===== config.mk =====
export PLATFORM = sky130hd
export DESIGN_NAME = bavd_lane
export DESIGN_NICKNAME = d
export VERILOG_FILES = /design/src/rtl/bavd_pkg.sv /design/src/rtl/bavd_lane.sv
export SDC_FILE = /design/constraint.sdc
export NUM_CORES = 1
export LEC_CHECK = 0
export BUFFER_PORTS_ARGS = -buffer_cell sky130_fd_sc_hd__buf_2
export CAP_MARGIN = 20
export CORE_AREA = 3 3 94 96
export CTS_CLUSTER_DIAMETER = 150
export DETAILED_ROUTE_END_ITERATION = 8
export DIE_AREA = 0 0 97 99
export PLACE_DENSITY = 0.78
export SYNTH_ARGS = -nofsm -noshare
export SYNTH_HDL_FRONTEND = slang
export SYNTH_SLANG_ARGS = --single-unit

===== constraint.sdc =====
create_clock -name clk_i -period 11 [get_ports clk_i]
set_clock_uncertainty 0.1 [all_clocks]
set_input_delay 0.55 -clock clk_i [delete_from_list [all_inputs] [get_ports clk_i]]
set_output_delay 0.55 -clock clk_i [all_outputs]
set_load 0.05 [all_outputs]

===== src/rtl/bavd_pkg.sv =====
// Shared types and constants for the box-average image downscaler.
// No dependencies.
package bavd_pkg;

  localparam int unsigned MaxWidth = 2048;
  localparam int unsigned ColW     = $clog2(MaxWidth);
  localparam int unsigned ColCntW  = ColW + 1;
  localparam int unsigned WidthW   = 12;
  localparam int unsigned HeightW  = 16;
  localparam int unsigned ScaleW   = 4;
  localparam int unsigned ModeW    = 2;
  localparam int unsigned ChanW    = 8;
  localparam int unsigned NumLanes = 4;
  localparam int unsigned AreaW    = 8;
  localparam int unsigned AreaN    = 1 << AreaW;
  localparam int unsigned RecipSh  = 16;
  localparam int unsigned RecipW   = RecipSh + 1;
  localparam int unsigned ProdW    = ChanW + RecipW;
  localparam int unsigned SumW     = ChanW * NumLanes;
  localparam int unsigned CfgIdxW  = 2;
  localparam int unsigned CfgDataW = 16;

  localparam logic [ModeW-1:0] ModeOne   = 2'd0;
  localparam logic [ModeW-1:0] ModeThree = 2'd1;

  typedef enum logic [CfgIdxW-1:0] {
    CfgWidth  = 2'd0,
    CfgHeight = 2'd1,
    CfgScale  = 2'd2,
    CfgMode   = 2'd3
  } cfg_reg_e;

  typedef enum logic [1:0] {
    StIdle = 2'd0,
    StDiv  = 2'd1,
    StAcc  = 2'd2
  } state_e;

endpackage


===== src/rtl/bavd_lane.sv =====
// One channel lane: byte over block area by reciprocal multiply, then
// accumulate into the partial block sum. Depends on bavd_pkg.
module bavd_lane
  import bavd_pkg::*;
(
  input  logic              clk_i,
  input  logic              div_en_i,
  input  logic [ChanW-1:0]  byte_i,
  input  logic [RecipW-1:0] recip_i,
  input  logic [ChanW-1:0]  psum_i,
  output logic [ChanW-1:0]  part_o
);

  logic [ProdW-1:0] prod;
  logic [ChanW-1:0] quot_q;

  assign prod = ProdW'(byte_i) * ProdW'(recip_i);

  always_ff @(posedge clk_i) begin
    if (div_en_i) begin
      quot_q <= prod[RecipSh +: ChanW];
    end
  end

  assign part_o = psum_i + quot_q;

endmodule


### After elaboration in Yosys (flattened, before gate mapping)

Cells that the tools add are included.

* $add $sub $neg: 1
* multiply operators: 1
* div/mod/pow operators: 0
* magnitude comparators: 0
* equality and inequality tests: 0
* shift-type cells: 0
* muxes and demuxes: 0
* bitwise gates (word level): 0
* reductions and logical operators: 0

Operators with widths (number)
* multiplier 8 x 17 -> 24 bit: 1
* adder 8 bit: 1

* register bits after elaboration: 8
* bits in latches: 0
* RAM bits: 0
* memory bits (read-only): 0
* input bits: 35
* output and inout port bits: 8
* logic and storage cells: 3
* memories: 0

### Longest topological paths before layout

* depth after elaboration: 1
* mapped depth: 17
* depth with buffers taken out: 16

### Worst setup path before layout

No wires, ideal clock.

* kind: in2reg
* from: input port byte_i[3]
* to: register quot_q[4] (data pin)
* library setup time: 0.262 ns
* arrival time: 4.288 ns
* required time: 10.638 ns
* path slack: 6.350 ns
* stages on the path: 15
* path buffers: 1
* cells stage by stage: clkbuf_1 and2_1 fa_1 fa_1 fa_1 inv_1 fa_1 inv_1 ha_1 a211oi_1 o211ai_1 a211oi_2 nor2_1 o31ai_1 xnor2_1

* longest elaborated chain between the ends: 1

RTL lines
* start, declared: line bavd_lane.sv:8 `input logic [ChanW-1:0] byte_i,`
* multiplier 8 x 17 -> 24 bit: line bavd_lane.sv:17 `assign prod = ProdW'(byte_i) * ProdW'(recip_i);`
* via prod[20]: line bavd_lane.sv:14 `logic [ProdW-1:0] prod;`
* end signal, assigned: line bavd_lane.sv:21 `quot_q <= prod[RecipSh +: ChanW];`
* end, declared: line bavd_lane.sv:15 `logic [ChanW-1:0] quot_q;`

The timed path passes the listed nets, and every way through them passes these cells.
A chain may end at the register's enable or synchronous reset.

### Worst setup path in the final report

* from: input port byte_i[2]
* to: register quot_q[6] (data pin)

The elaborated chain is that of the path after synthesis.

==> results.ini <==
[outcome]
status=finished, final reports clean

[placement]
dp_cells=620
dp_hpwl_mm=7.94
gp_congestion=0.905
port_buffers=42

[logic_synthesis]
syn_area_per_cell_um2=9.23
synth_edf_count=8
synth_ff_type=edfxtp_1
synth-async-reset-ratio_pct=0
syn_nets=652
seq_area_frac_synth_pct=5.41
synth_seq_cells=8
syn_inst=481
yosys_warnings=0
synth.distinct_cells=38
synth_area_um2=4440

[clock_network]
postCtsResizedCells=0
cts_buffers=3
cts_tree=yes
htreeDepth=1
cts.reportedPaths.clkPinSlew_ns=0.04
clock_path_buffers=2
ctsHoldBuffers=0
clkSinkCount=8
post-cts-setup-buffer-count=0
cts-root-buf=clkbuf_8

[timing]
fin_crit_sh_pct=43.7
min_period_ns=4.81
maxClockFrequency_mhz=208
hold_viol=0
rsz0062_at_grt=false
fin_tns_setup_ns=0
setup_viol=0
slew-limit-headroom_pct=71.1
tightest_slew_ns=0.426
drv_slew=0

[setup_path]
max_stage_delay_ns=0.54
path_delay_family=adder cells
criticalPathCategory=primary input to register
path_max_fanout=17
cp_data_arrival_time_ns=4.68
crit_slowest_cell=fa_1
path_cells=buf_2 -> and2_1 -> fa_1 -> fa_1 -> fa_1 -> inv_1 -> fa_1 -> inv_1 -> ha_1 -> a211oi_1 -> o211ai_1 -> a211oi_2 -> o211ai_1 -> a31oi_1 -> xnor2_1
crit_start=byte_i[2]
cpMostUsedCell=fa_1
required_ns=10.87
crit_path_start_kind=primary input
crit_buf_inv=3
cp-end-kind=register

[hold_path]
hold_start=div_en_i
hold_path_end=quot_q[2]
hp-class=primary input to register
holdPathStages=1

[final_layout]
layout-drive-gt1-share_pct=9.85
largest_register_ffs=8
multi_input_area_um2=3800
top_regs=quot_q x8
nNetsFinal=691
final_cell_count_no_fill=623
seqCellArea_um2=240
fillers=721
diodes=0
top_register=quot_q
area_delta_synth_final_pct=7.95

[floorplan]
ioPinCount=43
rows=33
die_w_um=97
die_h_um=99
core_area_um2=8130
dieArea_um2=9600
start_util_pct=54.6

[job]
cap_violations=0

[route]
firstDrtPassIters=4
route.vias.total=3342
antenna_left=0
wl_per_cell_um=15.2
drc=0
viasPerCell=5.36
wl_mm=9.45
drtIter0Drc=157

[grt]
grt_pass1_vias=3810
antenna_found_initial=0
gr-total-overflow=0
grt.total_usage_pct=21.7
grt_pass1_wl_mm=17.0
grt_start_max_net_pins=18

[power_and_ir_drop]
p_per_area_nw_per_um2=207
p_leak_nw=2.49
ir_drop_uv=103

## through the flow
step                      util, %  cell area (µm²)  worst slack [ns]  hold slack (ns)  total power [mW]
after floorplan                 -             4440              6.35            0.562             0.766
after global placement       58.4             4750              6.08            0.802             0.932
after detailed placement     58.4             4750              5.99            0.810             0.954
after CTS                    58.9             4790              6.21            0.578             0.996
after global routing         58.9             4790              5.99            0.575              1.11
final                        58.9             4790              6.19            0.574             0.991
## per-layer routing
| layer | GRT usage [%] | routed length, µm | share of wire (%) |
|---|---|---|---|
| met1 | 26.3 | 3790 | 40 |
| met2 | 41.7 | 5070 | 54 |
| met3 | 2.19 | 382 | 4.0 |
| met4 | 4.32 | 197 | 2.1 |
| met5 | 0 | 0 | 0 |
## layout by cell type (no fill, tap or decap), types with 8 or more instances in the layout
master / count
a21oi_1: 9
edfxtp_1: 8
xnor2_1: 15
inv_1: 98
nor2_1: 12
fa_1: 89
and2_1: 108
buf_2: 42
a21o_1: 8
ha_1: 47
nand2_1: 34
## cells by family (layout without fill, tap and decap cells)
| family | Yosys count | in the layout | share of synthesized area [%] |
|---|---|---|---|
| simple gates | 169 | 169 | 21.3 |
| fa+ha+maj | 136 | 136 | 53.4 |
| buf+inv | 106 | 143 | 8.96 |
| compound gates | 43 | 43 | 7.22 |
| xor+xnor | 19 | 19 | 3.75 |
| flops | 8 | 8 | 5.41 |
## Yosys cell counts (2+ instances only)
| master | count | area [µm²] |
|---|---|---|
| a211o_1 | 2 | 17.5 |
| edfxtp_1 | 8 | 240 |
| clkbuf_1 | 8 | 30.0 |
| nand4_1 | 5 | 31.3 |
| xnor2_1 | 15 | 131 |
| inv_1 | 98 | 368 |
| nand2_1 | 34 | 128 |
| a21oi_1 | 9 | 45.0 |
| nand3_1 | 2 | 10.0 |
| nor2_1 | 12 | 45.0 |
| xor2_1 | 4 | 35.0 |
| a211oi_1 | 2 | 15.0 |
| o21ai_1 | 3 | 15.0 |
| o211ai_1 | 4 | 30.0 |
| ha_1 | 47 | 588 |
| and2_1 | 108 | 676 |
| a21o_1 | 8 | 60.1 |
| o21a_1 | 2 | 15.0 |
| nor2b_1 | 3 | 18.8 |
| fa_1 | 89 | 1780 |
## area by class of cell
class                   instances  area share (%)
clock buffers                   3           0.862
inverters                      98            7.68
multi-input cells             367            79.3
flip-flops and latches          8            5.01
well taps                     105            2.74
repair buffers                 42            4.39
## worst max-delay path by stage
stage	endpoint	slack, ns	cells after the start
floorplan	quot_q[4]	6.35	15
global placement	quot_q[4]	6.08	15
detailed placement	quot_q[6]	5.99	15
CTS	quot_q[6]	6.21	15
global route	quot_q[6]	5.99	16
finish	quot_q[6]	6.19	15
## power by group
part | total, mW | internal, mW | leakage, nW | switching (mW)
Sequential | 0.0728 | 0.0671 | 0.0782 | 0.00567
Clock | 0.0343 | 0.0236 | 0.0216 | 0.0107
Combinational | 0.884 | 0.351 | 2.39 | 0.533
Power figures use the tool's default switching activity.
